<file path="src/design/wbss_pkg.sv">
// Shared constants, types and configuration codes of the wildcard byte signature scanner.
`timescale 1ns / 1ps
`default_nettype none

package wbss_pkg;

    localparam int MAX_PATTERN_BYTES = 32;
    localparam int ADDRESS_BITS      = 48;
    localparam int SIG_REG_BYTES     = 32;

    // Longest signature that both the window and the signature registers can hold.
    localparam int LIM_BYTES = (MAX_PATTERN_BYTES < SIG_REG_BYTES) ?
                               MAX_PATTERN_BYTES : SIG_REG_BYTES;

    localparam int LEN_W    = 6;
    localparam int BV_W     = $clog2(MAX_PATTERN_BYTES + 1);
    localparam int WIN_IW   = (MAX_PATTERN_BYTES > 1) ? $clog2(MAX_PATTERN_BYTES) : 1;
    localparam int CFG_W    = 64;
    localparam int CFG_IW   = 3;
    localparam int OFFSET_W = 32;

    localparam int IN_TDATA_W  = ((8 + ADDRESS_BITS + 7) / 8) * 8;
    localparam int OUT_TDATA_W = ((ADDRESS_BITS + 7) / 8) * 8;

    localparam logic [CFG_IW-1:0] CFG_PATTERN_0   = 3'd0;
    localparam logic [CFG_IW-1:0] CFG_PATTERN_1   = 3'd1;
    localparam logic [CFG_IW-1:0] CFG_PATTERN_2   = 3'd2;
    localparam logic [CFG_IW-1:0] CFG_PATTERN_3   = 3'd3;
    localparam logic [CFG_IW-1:0] CFG_CARE_MASK   = 3'd4;
    localparam logic [CFG_IW-1:0] CFG_LENGTH      = 3'd5;
    localparam logic [CFG_IW-1:0] CFG_OFFSET      = 3'd6;
    localparam logic [CFG_IW-1:0] CFG_REPORT_ALL  = 3'd7;

    typedef logic [MAX_PATTERN_BYTES-1:0][7:0] t_window;

    typedef struct packed {
        logic [SIG_REG_BYTES*8-1:0] pattern;
        logic [SIG_REG_BYTES-1:0]   care;
        logic [LEN_W-1:0]           len;      // effective length, 1 to LIM_BYTES
        logic signed [OFFSET_W-1:0] offset;
        logic                       report_all;
    } t_cfg;

    typedef struct packed {
        t_window                 win;         // entry 0 is the newest byte
        logic [BV_W-1:0]         bytes_valid;
        logic [ADDRESS_BITS-1:0] addr;
        logic                    last;
    } t_win_item;

endpackage

`default_nettype wire

</file>
<file path="src/design/wildcard_byte_signature_scan.sv">
// Top level of the wildcard byte signature scanner.
`timescale 1ns / 1ps
`default_nettype none

// Scans a stream of memory bytes for a signature of up to 32 bytes with
// per-byte wildcards, set through the write port. One item (one byte with its
// address) is accepted every clock cycle unless the result side stalls; its
// result, if any, comes out of the result register, after the input register
// with the shift window and the combinational masked compare. A back-pressured
// result holds one more item in the input stage before the input is stalled. A
// match reports the address of its first byte plus the signed offset; the end
// of a region with no match gives one not-found result. Registers are to be
// written only while the block is idle.
module wildcard_byte_signature_scan (
    input  wire logic                               i_clk,
    input  wire logic                               i_rst_n,
    input  wire logic                               i_cfg_we,
    input  wire logic [wbss_pkg::CFG_IW-1:0]        i_cfg_index,
    input  wire logic [wbss_pkg::CFG_W-1:0]         i_cfg_data,
    input  wire logic                               i_s_tvalid,
    output      logic                               o_s_tready,
    input  wire logic [wbss_pkg::IN_TDATA_W-1:0]    i_s_tdata,   // data_byte, byte_address
    input  wire logic                               i_s_tlast,   // region_last
    output      logic                               o_m_tvalid,
    input  wire logic                               i_m_tready,
    output      logic [wbss_pkg::OUT_TDATA_W-1:0]   o_m_tdata,   // match_address
    output      logic                               o_m_tuser,   // found
    output      logic                               o_m_tlast    // region_done
);

    wbss_pkg::t_cfg                    cfg;
    wbss_pkg::t_win_item               win_item;
    logic                              win_valid;
    logic                              match_ready;
    logic [wbss_pkg::ADDRESS_BITS-1:0] match_addr;

    wbss_cfg_regs u_cfg (
        .i_clk       (i_clk),
        .i_rst_n     (i_rst_n),
        .i_cfg_we    (i_cfg_we),
        .i_cfg_index (i_cfg_index),
        .i_cfg_data  (i_cfg_data),
        .o_cfg       (cfg)
    );

    wbss_window u_window (
        .i_clk   (i_clk),
        .i_rst_n (i_rst_n),
        .i_valid (i_s_tvalid),
        .o_ready (o_s_tready),
        .i_byte  (i_s_tdata[7:0]),
        .i_addr  (i_s_tdata[8 +: wbss_pkg::ADDRESS_BITS]),
        .i_last  (i_s_tlast),
        .o_valid (win_valid),
        .i_ready (match_ready),
        .o_item  (win_item)
    );

    wbss_match u_match (
        .i_clk   (i_clk),
        .i_rst_n (i_rst_n),
        .i_cfg   (cfg),
        .i_valid (win_valid),
        .o_ready (match_ready),
        .i_item  (win_item),
        .o_valid (o_m_tvalid),
        .i_ready (i_m_tready),
        .o_found (o_m_tuser),
        .o_addr  (match_addr),
        .o_done  (o_m_tlast)
    );

    assign o_m_tdata = wbss_pkg::OUT_TDATA_W'(match_addr);

endmodule

`default_nettype wire

</file>
<file path="src/design/wbss_cfg_regs.sv">
// Configuration register file with the effective signature length.
`timescale 1ns / 1ps
`default_nettype none

module wbss_cfg_regs (
    input  wire logic                        i_clk,
    input  wire logic                        i_rst_n,
    input  wire logic                        i_cfg_we,
    input  wire logic [wbss_pkg::CFG_IW-1:0] i_cfg_index,
    input  wire logic [wbss_pkg::CFG_W-1:0]  i_cfg_data,
    output wbss_pkg::t_cfg                   o_cfg
);

    logic [wbss_pkg::SIG_REG_BYTES*8-1:0] r_pattern;
    logic [wbss_pkg::SIG_REG_BYTES-1:0]   r_care;
    logic [wbss_pkg::LEN_W-1:0]           r_len;
    logic signed [wbss_pkg::OFFSET_W-1:0] r_offset;
    logic                                 r_report_all;

    always_ff @(posedge i_clk) begin
        if (!i_rst_n) begin
            r_pattern    <= '0;
            r_care       <= '0;
            r_len        <= wbss_pkg::LEN_W'(1);
            r_offset     <= '0;
            r_report_all <= 1'b0;
        end else if (i_cfg_we) begin
            unique case (i_cfg_index)
                wbss_pkg::CFG_PATTERN_0:  r_pattern[0*64 +: 64] <= i_cfg_data;
                wbss_pkg::CFG_PATTERN_1:  r_pattern[1*64 +: 64] <= i_cfg_data;
                wbss_pkg::CFG_PATTERN_2:  r_pattern[2*64 +: 64] <= i_cfg_data;
                wbss_pkg::CFG_PATTERN_3:  r_pattern[3*64 +: 64] <= i_cfg_data;
                wbss_pkg::CFG_CARE_MASK:  r_care <= i_cfg_data[wbss_pkg::SIG_REG_BYTES-1:0];
                wbss_pkg::CFG_LENGTH:     r_len <= i_cfg_data[wbss_pkg::LEN_W-1:0];
                wbss_pkg::CFG_OFFSET:     r_offset <= i_cfg_data[wbss_pkg::OFFSET_W-1:0];
                wbss_pkg::CFG_REPORT_ALL: r_report_all <= i_cfg_data[0];
                default: ;
            endcase
        end
    end

    // A length of zero acts as one; anything longer than the window is cut to it.
    always_comb begin
        o_cfg.pattern    = r_pattern;
        o_cfg.care       = r_care;
        o_cfg.offset     = r_offset;
        o_cfg.report_all = r_report_all;
        if (r_len == '0) begin
            o_cfg.len = wbss_pkg::LEN_W'(1);
        end else if (r_len > wbss_pkg::LEN_W'(wbss_pkg::LIM_BYTES)) begin
            o_cfg.len = wbss_pkg::LEN_W'(wbss_pkg::LIM_BYTES);
        end else begin
            o_cfg.len = r_len;
        end
    end

endmodule

`default_nettype wire

</file>
<file path="src/design/wbss_window.sv">
// Input register stage: shift window of recent bytes and region byte count.
`timescale 1ns / 1ps
`default_nettype none

module wbss_window (
    input  wire logic                            i_clk,
    input  wire logic                            i_rst_n,
    input  wire logic                            i_valid,
    output      logic                            o_ready,
    input  wire logic [7:0]                      i_byte,
    input  wire logic [wbss_pkg::ADDRESS_BITS-1:0] i_addr,
    input  wire logic                            i_last,
    output      logic                            o_valid,
    input  wire logic                            i_ready,
    output wbss_pkg::t_win_item                  o_item
);

    logic                  r_valid;
    wbss_pkg::t_win_item   r_item;
    wbss_pkg::t_window     n_win;
    logic [wbss_pkg::BV_W-1:0] n_bv;
    logic [wbss_pkg::BV_W-1:0] base_bv;
    logic                  accept;

    assign o_ready = !r_valid || i_ready;
    assign accept  = i_valid && o_ready;
    assign o_valid = r_valid;
    assign o_item  = r_item;

    // The window and count stay behind after an item leaves, as the base for the
    // next one; after the region's last byte the count starts again from zero.
    // Window entries past the count are never compared, so they are not cleared.
    always_comb begin
        base_bv = r_item.last ? '0 : r_item.bytes_valid;
        n_bv    = (base_bv < wbss_pkg::BV_W'(wbss_pkg::MAX_PATTERN_BYTES)) ?
                  base_bv + 1'b1 : base_bv;
        n_win    = r_item.win;
        n_win[0] = i_byte;
        for (int k = 1; k < wbss_pkg::MAX_PATTERN_BYTES; k++) begin
            n_win[k] = r_item.win[k-1];
        end
    end

    always_ff @(posedge i_clk) begin
        if (!i_rst_n) begin
            r_valid            <= 1'b0;
            r_item.bytes_valid <= '0;
            r_item.last        <= 1'b0;
        end else begin
            if (accept) begin
                r_valid            <= 1'b1;
                r_item.win         <= n_win;
                r_item.bytes_valid <= n_bv;
                r_item.addr        <= i_addr;
                r_item.last        <= i_last;
            end else if (i_ready) begin
                r_valid <= 1'b0;
            end
        end
    end

endmodule

`default_nettype wire

</file>
<file path="src/design/wbss_match.sv">
// Masked signature compare, overlap and first-match control, and the result register.
`timescale 1ns / 1ps
`default_nettype none

module wbss_match (
    input  wire logic                              i_clk,
    input  wire logic                              i_rst_n,
    input  wire wbss_pkg::t_cfg                    i_cfg,
    input  wire logic                              i_valid,
    output      logic                              o_ready,
    input  wire wbss_pkg::t_win_item               i_item,
    output      logic                              o_valid,
    input  wire logic                              i_ready,
    output      logic                              o_found,
    output      logic [wbss_pkg::ADDRESS_BITS-1:0] o_addr,
    output      logic                              o_done
);

    logic [wbss_pkg::LEN_W-1:0]        r_skip;
    logic                              r_seen;
    logic                              r_out_valid;
    logic                              r_found;
    logic [wbss_pkg::ADDRESS_BITS-1:0] r_addr;
    logic                              r_done;

    logic                              fire;
    logic                              candidate;
    logic                              mismatch;
    logic                              hit;
    logic                              has_result;
    logic [wbss_pkg::LEN_W-1:0]        idx;
    logic [wbss_pkg::LEN_W-1:0]        n_skip;
    logic                              n_seen;
    logic [wbss_pkg::ADDRESS_BITS-1:0] n_addr;

    assign o_ready = !r_out_valid || i_ready;
    assign fire    = i_valid && o_ready;

    // Signature byte i lines up with window entry len-1-i.
    always_comb begin
        mismatch = 1'b0;
        idx      = '0;
        for (int i = 0; i < wbss_pkg::LIM_BYTES; i++) begin
            idx = i_cfg.len - 1'b1 - wbss_pkg::LEN_W'(i);
            if (wbss_pkg::LEN_W'(i) < i_cfg.len && i_cfg.care[i] &&
                i_item.win[idx[wbss_pkg::WIN_IW-1:0]] != i_cfg.pattern[8*i +: 8]) begin
                mismatch = 1'b1;
            end
        end
    end

    always_comb begin
        candidate = (r_skip == '0) &&
                    ({{(wbss_pkg::LEN_W + 1){1'b0}}, i_item.bytes_valid} >=
                     {{(wbss_pkg::BV_W + 1){1'b0}}, i_cfg.len}) &&
                    (i_cfg.report_all || !r_seen);
        hit        = candidate && !mismatch;
        has_result = hit || (i_item.last && !r_seen);
        n_addr     = i_item.addr - wbss_pkg::ADDRESS_BITS'(i_cfg.len - 1'b1)
                     + wbss_pkg::ADDRESS_BITS'(i_cfg.offset);

        // A reported match bars the next len-1 bytes from ending another one.
        if (i_item.last) begin
            n_skip = '0;
        end else if (r_skip != '0) begin
            n_skip = r_skip - 1'b1;
        end else if (hit) begin
            n_skip = i_cfg.len - 1'b1;
        end else begin
            n_skip = r_skip;
        end
        n_seen = (hit || r_seen) && !i_item.last;
    end

    always_ff @(posedge i_clk) begin
        if (!i_rst_n) begin
            r_skip      <= '0;
            r_seen      <= 1'b0;
            r_out_valid <= 1'b0;
        end else if (o_ready) begin
            r_out_valid <= fire && has_result;
            if (fire) begin
                r_skip <= n_skip;
                r_seen <= n_seen;
            end
        end
    end

    always_ff @(posedge i_clk) begin
        if (fire) begin
            r_found <= hit;
            r_addr  <= hit ? n_addr : '0;
            r_done  <= i_item.last;
        end
    end

    assign o_valid = r_out_valid;
    assign o_found = r_found;
    assign o_addr  = r_addr;
    assign o_done  = r_done;

endmodule

`default_nettype wire

</file>
<file path="config.mk">
export PLATFORM = sky130hd
export DESIGN_NAME = wildcard_byte_signature_scan
export DESIGN_NICKNAME = d
export VERILOG_FILES = /design/src/design/wbss_pkg.sv /design/src/design/wildcard_byte_signature_scan.sv /design/src/design/wbss_cfg_regs.sv /design/src/design/wbss_window.sv /design/src/design/wbss_match.sv
export SDC_FILE = /design/constraint.sdc
export NUM_CORES = 2
export LEC_CHECK = 0
export BUFFER_PORTS_ARGS = -buffer_cell sky130_fd_sc_hd__buf_2
export CAP_MARGIN = 0
export CELL_PAD_IN_SITES_DETAIL_PLACEMENT = 0
export CELL_PAD_IN_SITES_GLOBAL_PLACEMENT = 2
export CORE_UTILIZATION = 40
export DETAILED_ROUTE_END_ITERATION = 6
export GPL_TIMING_DRIVEN = 0
export PLACE_DENSITY_LB_ADDON = 0.1
export SETUP_SLACK_MARGIN = 0.15
export SLEW_MARGIN = 20
export SYNTH_ARGS = -nofsm -noshare
export SYNTH_HDL_FRONTEND = slang
export SYNTH_HIERARCHICAL = 1
export SYNTH_SLANG_ARGS = --single-unit
</file>
<file path="constraint.sdc">
create_clock -name i_clk -period 18.9 [get_ports i_clk]
set_input_delay 3.78 -clock i_clk [delete_from_list [all_inputs] [get_ports i_clk]]
set_output_delay 3.78 -clock i_clk [all_outputs]
set_load 0.01 [all_outputs]
</file>
Yosys cells after proc, flatten, opt, wreduce, memory -nomap -nowiden --
Cells that the tools add are included.
Word-level totals: word-level logic and storage cells 397, output and inout port bits 52, flip-flop bits (word level) 697
Cells by class: equality and inequality tests 39, multiplexer cells 105, add/sub/neg operators 37, order comparisons 67, reductions and logical operators 99
Operators by type and width (count):
- 8-bit binary-select mux with 5-bit select | 32
- 8-bit two-way mux | 32
- 8-bit inequality test | 32
- 5-bit by 6-bit < comparator with 1-bit output, second input constant | 32
- 5-bit by 6-bit < comparator with 1-bit output, first input constant | 16
- 5-bit subtractor, second input constant | 16
- 1-bit logical AND | 72
- 48-bit adder | 1
- 4-bit by 6-bit < comparator with 1-bit output, first input constant | 8
- 48-bit subtractor | 1
- 6-bit two-way mux | 7
- 5-bit by 4-bit subtractor with 5-bit output, second input constant | 8
- 1-bit two-way mux | 34
- 3-bit by 6-bit < comparator with 1-bit output, first input constant | 4
- 2-bit AND reduction | 10
- 5-bit by 3-bit subtractor with 5-bit output, second input constant | 4
- 3-bit == test, second input constant | 4
- 6-bit zero test | 2
- 1-bit by 6-bit < comparator with 1-bit output, first input constant | 2
- 2-bit by 6-bit < comparator with 1-bit output, first input constant | 2
- 6-bit by 1-bit subtractor with 6-bit output, second input constant | 2
- 5-bit by 2-bit subtractor with 5-bit output, second input constant | 2
- 6-bit by 1-bit subtractor with 7-bit output, second input constant | 1
- 6-bit by 1-bit adder with 6-bit output, second input constant | 1
- other kinds (13) | 22

Longest topological paths before layout --
depth after elaboration 45, depth in mapped cells 29, mapped depth without buffers 23

Hierarchy --
The synthesis kept the hierarchy.
By module, submodules not included:
- wbss_match | cells each 2904, times used 1, area an instance 26878.3 um2
- wbss_cfg_regs | cells each 1144, times used 1, area an instance 11818.8 um2
- wbss_window | cells each 352, times used 1, area an instance 9521.6 um2

Worst setup path after synthesis --
No wires, ideal clock.
path type in2reg, start input i_m_tready, end register u_window.r_item (netlist bit u_window/o_item[100]) (enable), slack 1074 ps, required time 17923 ps, cell stages on the path 4, library setup time 977 ps, arrival time 16848 ps, buffers on the path 0, path through nand2b_1 > nand2b_2 > nand2_1 > nor2_1
Between the ends: longest elaborated chain between the ends 4
Ends and longest elaborated chain:
- from (decl) | line wildcard_byte_signature_scan.sv:25 | input wire logic i_m_tready,
- 1-bit logical OR | line wbss_match.sv:36 | assign o_ready = !r_out_valid || i_ready;
- 1-bit logical OR | line wbss_window.sv:25 | assign o_ready = !r_valid || i_ready;
- net o_s_tready | line wildcard_byte_signature_scan.sv:21 | output logic o_s_tready,
- 1-bit logical AND | line wbss_window.sv:26 | assign accept = i_valid && o_ready;
- 2-bit AND reduction (no line)
- to (decl) | line wbss_window.sv:19 | wbss_pkg::t_win_item r_item;
The timed path passes the listed nets, and every way through them passes these cells. A chain may end at the register's enable or synchronous reset.

==> impl_summary.log <==
[metrics] number of slew-limit violations in the final report: 0
[metrics] post-layout total power: 4.64 mW
[metrics] worst hold margin: 0.457 ns
[metrics] RSZ-0062 raised after global routing: false
[metrics] wire length after detailed routing: 224 mm
[metrics] Total Die Area: 122000 um2
[metrics] number of buffers added to fix hold violations after cts: 0
[metrics] number of CTS-inserted buffers: 86
[metrics] number of standard cells in the final layout excluding fillers: 6382
[metrics] worst clock skew on the final layout: 0.0424 ns
[metrics] area of all placed cells without fillers: 54700 um2
[metrics] gate count of the mapped netlist: 4400
[metrics] post-route core utilization: 45.7%
[metrics] PnR worst setup slack: 6.60 ns
[metrics] Leakage: 23.2 nW
[metrics] area used by sequential logic in the layout: 17500 um2
[metrics] leading cell type in the layout, fill and taps excluded: mux2i_1
[metrics] Peak Freq: 0.0813 GHz
[metrics] most used flip-flop cell after synthesis: edfxtp_1
[metrics] remaining global-route overflow: 0
[metrics] horizontal die dimension: 349 um
[metrics] Max-slew headroom: 14.8%
[metrics] Clk Tree Root Cell: clkbuf_16
[metrics] final layout net count: 4934
[metrics] relative area change from synthesis to final layout: 13.5%
[metrics] required time worst endpoint: 19.48 ns
[metrics] violation count after the first detailed-routing iteration: 4333
[metrics] highest-count cells in the layout ignoring fill and taps: 699 x mux2i_1, 510 x nand2_1, 354 x edfxtp_1
[metrics] pwr dens: 84.8 nW/um2
[metrics] classification of the worst setup path: reg2reg
[metrics] top cells by area, synth: edfxtp_1 22%, mux2i_1 15%, dfxtp_1 14%
[metrics] number of library cell types mapped by synthesis: 91
[metrics] critical path peak fanout: 11
[metrics] path type of the worst min-delay path: reg2reg
[metrics] Clock Sink Count: 697
[metrics] clock insertion delay at the later pin of the skew report: 0.73 ns
[metrics] final count of hold timing violations: 0
[metrics] number of buffers between clock root and the deepest sink: 3
[metrics] Tmin final: 12.30 ns
[metrics] post-detailed-route count of antenna-violating nets: 0
[metrics] met3 track utilization from global routing: 8.14%
[metrics] number of instances in the placed design: 6214
[metrics] IO Port Bufs: 178
[metrics] number of register bits inferred by synthesis: 697
[metrics] overall routing resource usage: 36.3%
[metrics] cell repeated most along the worst path: buf_2
[metrics] actual transition at the worst max-transition pin: 1.24 ns
[metrics] via count of the first global-routing pass: 36900
[metrics] crit start category: flop
[metrics] standard cell area after detailed placement: 51700 um2
[metrics] number of detailed-routing iterations run before antenna repair: 6
[metrics] met2 layer usage reported by global route: 55.3%
[metrics] signal arrival time at the worst endpoint: 12.88 ns
[metrics] Fillers: 11400
[metrics] post-route fraction of the period consumed by the critical path: 65.1%
[metrics] Most Crowded Layer GR: met2
[metrics] total vias in the final route: 38600
[metrics] effective utilization at floorplan: 40.3%
[metrics] share of final-layout standard cells stronger than drive strength 1: 19.2%
[metrics] met1 demand-to-capacity share in global routing: 47.4%
[metrics] antenna violations before repair: 10
[metrics] CP max stage delay: 1.02 ns
[metrics] fraction of registers with async set or reset after synthesis: 0%
[metrics] Yosys warning count: 6
[metrics] Die Span Y: 349 um
[metrics] library cell with the largest summed area after synthesis: edfxtp_1
[metrics] max capacitance violation total: 0
[metrics] proportion of synthesized chip area in sequential cells: 36.3%
[metrics] area occupied by multi-input gates: 28800 um2
[metrics] area share of the largest cell type after synthesis: 22.0%
[metrics] largest voltage drop on the vdd net: 0.0693 mV
[metrics] Post-Place Worst Slack: 6.89 ns
[metrics] core outline area: 120000 um2
[metrics] CTS H-tree lvls: 3
[metrics] mean routed wirelength per cell: 35.1 um
[metrics] buffers inserted by post-CTS timing repair: 0
[metrics] clock-pin slew on the worst setup and hold paths: 0.06 ns
[metrics] CTS-repair resized insts: 0
[metrics] final count of negative-setup-slack endpoints: 0
[metrics] pin count of the biggest net entering global routing: 41
[metrics] DRC Markers: 0
[metrics] Vias per Instance: 6.05
[metrics] worst-path cell with the longest stage delay: nor4_4
[metrics] IO Count: 181
[metrics] EDFF count, synth: 354
[metrics] total standard cell area after synthesis: 48200 um2
[metrics] syn_nets: 4644
[metrics] Worst setup EP type: flop
[metrics] syn avg cell area: 11.0 um2
[metrics] wire length of the first global-routing pass: 304 mm
[metrics] status: finished, final reports clean
[metrics] Final TNS setup: 0 ns
[metrics] hpwl dp: 182 mm
[metrics] # rows: 127
[metrics] weighted congestion at the end of routability-driven global placement: 1.02
[metrics] TritonCTS clock tree: yes
[Yosys cell counts, drive strengths merged, types with 10 or more instances]
| cell type | count |
|---|---|
| mux2i | 703 |
| nor4 | 65 |
| inv | 210 |
| nor2b | 33 |
| nor2 | 124 |
| o21a | 17 |
| nor3 | 42 |
| o21ai | 107 |
| dfxtp | 343 |
| a21oi | 99 |
| nand2b | 23 |
| o22ai | 23 |
| mux2 | 126 |
| or4 | 10 |
| o211ai | 41 |
| a31oi | 14 |
| fa | 46 |
| a211oi | 30 |
| edfxtp | 354 |
| nand3 | 61 |
| clkbuf | 89 |
| nand2 | 511 |
| and2 | 40 |
| and3 | 19 |
| mux4 | 252 |
| xnor2 | 297 |
| nand4 | 68 |
| buf | 163 |
| xor2 | 235 |
| a21o | 30 |
| ha | 69 |
[layer usage]
metal | vias up | part of all wire [%]
met5 | - | 0.013
met4 | 4 | 6.7
met3 | 431 | 8.5
met2 | 1855 | 44
met1 | 19600 | 41
li1 | 16700 | -
[where the power goes]
group | switching, mW | leakage (nW) | total (mW) | internal, mW
Sequential | 0.0477 | 6.11 | 1.71 | 1.66
Combinational | 0.725 | 15.6 | 1.16 | 0.433
Clock | 0.734 | 1.47 | 1.78 | 1.04
Total | 1.51 | 23.2 | 4.64 | 3.14
[registers in the layout, indices dropped and copies added, names as in the netlist]
name and flops:
u_match/o_addr 48, u_match/o_found 1, u_cfg/r_care 32, u_window/o_item 311, u_cfg/r_pattern 256, u_match/o_valid 1
u_window/o_valid 1, u_cfg/r_len 6, u_cfg/r_offset 32, u_match/o_done 1, u_match/r_seen 1, u_cfg/r_report_all 1
u_match/r_skip 6
[critical path: cells and delay by family (launching register included)]
family	cells	cell delay, ns
AOI/OAI and AO/OA	5	1.63
xor gates and xnor gates	1	0.17
adders and majority gates	2	1.37
buffers and inverters	15	6.10
DFF	1	0.33
muxes	1	0.47
and+or+nand+nor	4	1.95
[layout make-up]
| cell class | instances | area share (%) |
|---|---|---|
| Antenna cell | 8 | 0.0366 |
| Clock inverter | 37 | 1.02 |
| Buffer | 252 | 2.27 |
| Inverter | 211 | 1.45 |
| Timing Repair Buffer | 202 | 2.43 |
| Multi-Input combinational cell | 3240 | 52.6 |
| Sequential cell | 697 | 32.0 |
| Clock buffer | 123 | 4.50 |
| Tap cell | 1612 | 3.69 |
[cells by family after synthesis]
logic type,synth area share [%]
AOI/OAI and AO/OA,6.24
xor gates and xnor gates,9.80
adders and majority gates,3.70
buffers and inverters,4.19
DFF,36.3
muxes,29.3
and+or+nand+nor,10.5
[path summary, 6_finish.rpt]
| kind | slack (ns) | end | cells past startpoint | startpoint |
|---|---|---|---|---|
| min reg2reg | 0.46 | u_cfg/r_offset[14] | 2 | u_cfg/r_offset[14] |
| max reg2reg | 6.60 | u_match/o_addr[38] | 28 | u_cfg/r_len[1] |
| max | 6.60 | u_match/o_addr[38] | 28 | u_cfg/r_len[1] |
| min | 0.46 | u_cfg/r_offset[14] | 2 | u_cfg/r_offset[14] |
Power figures use the tool's default switching activity.
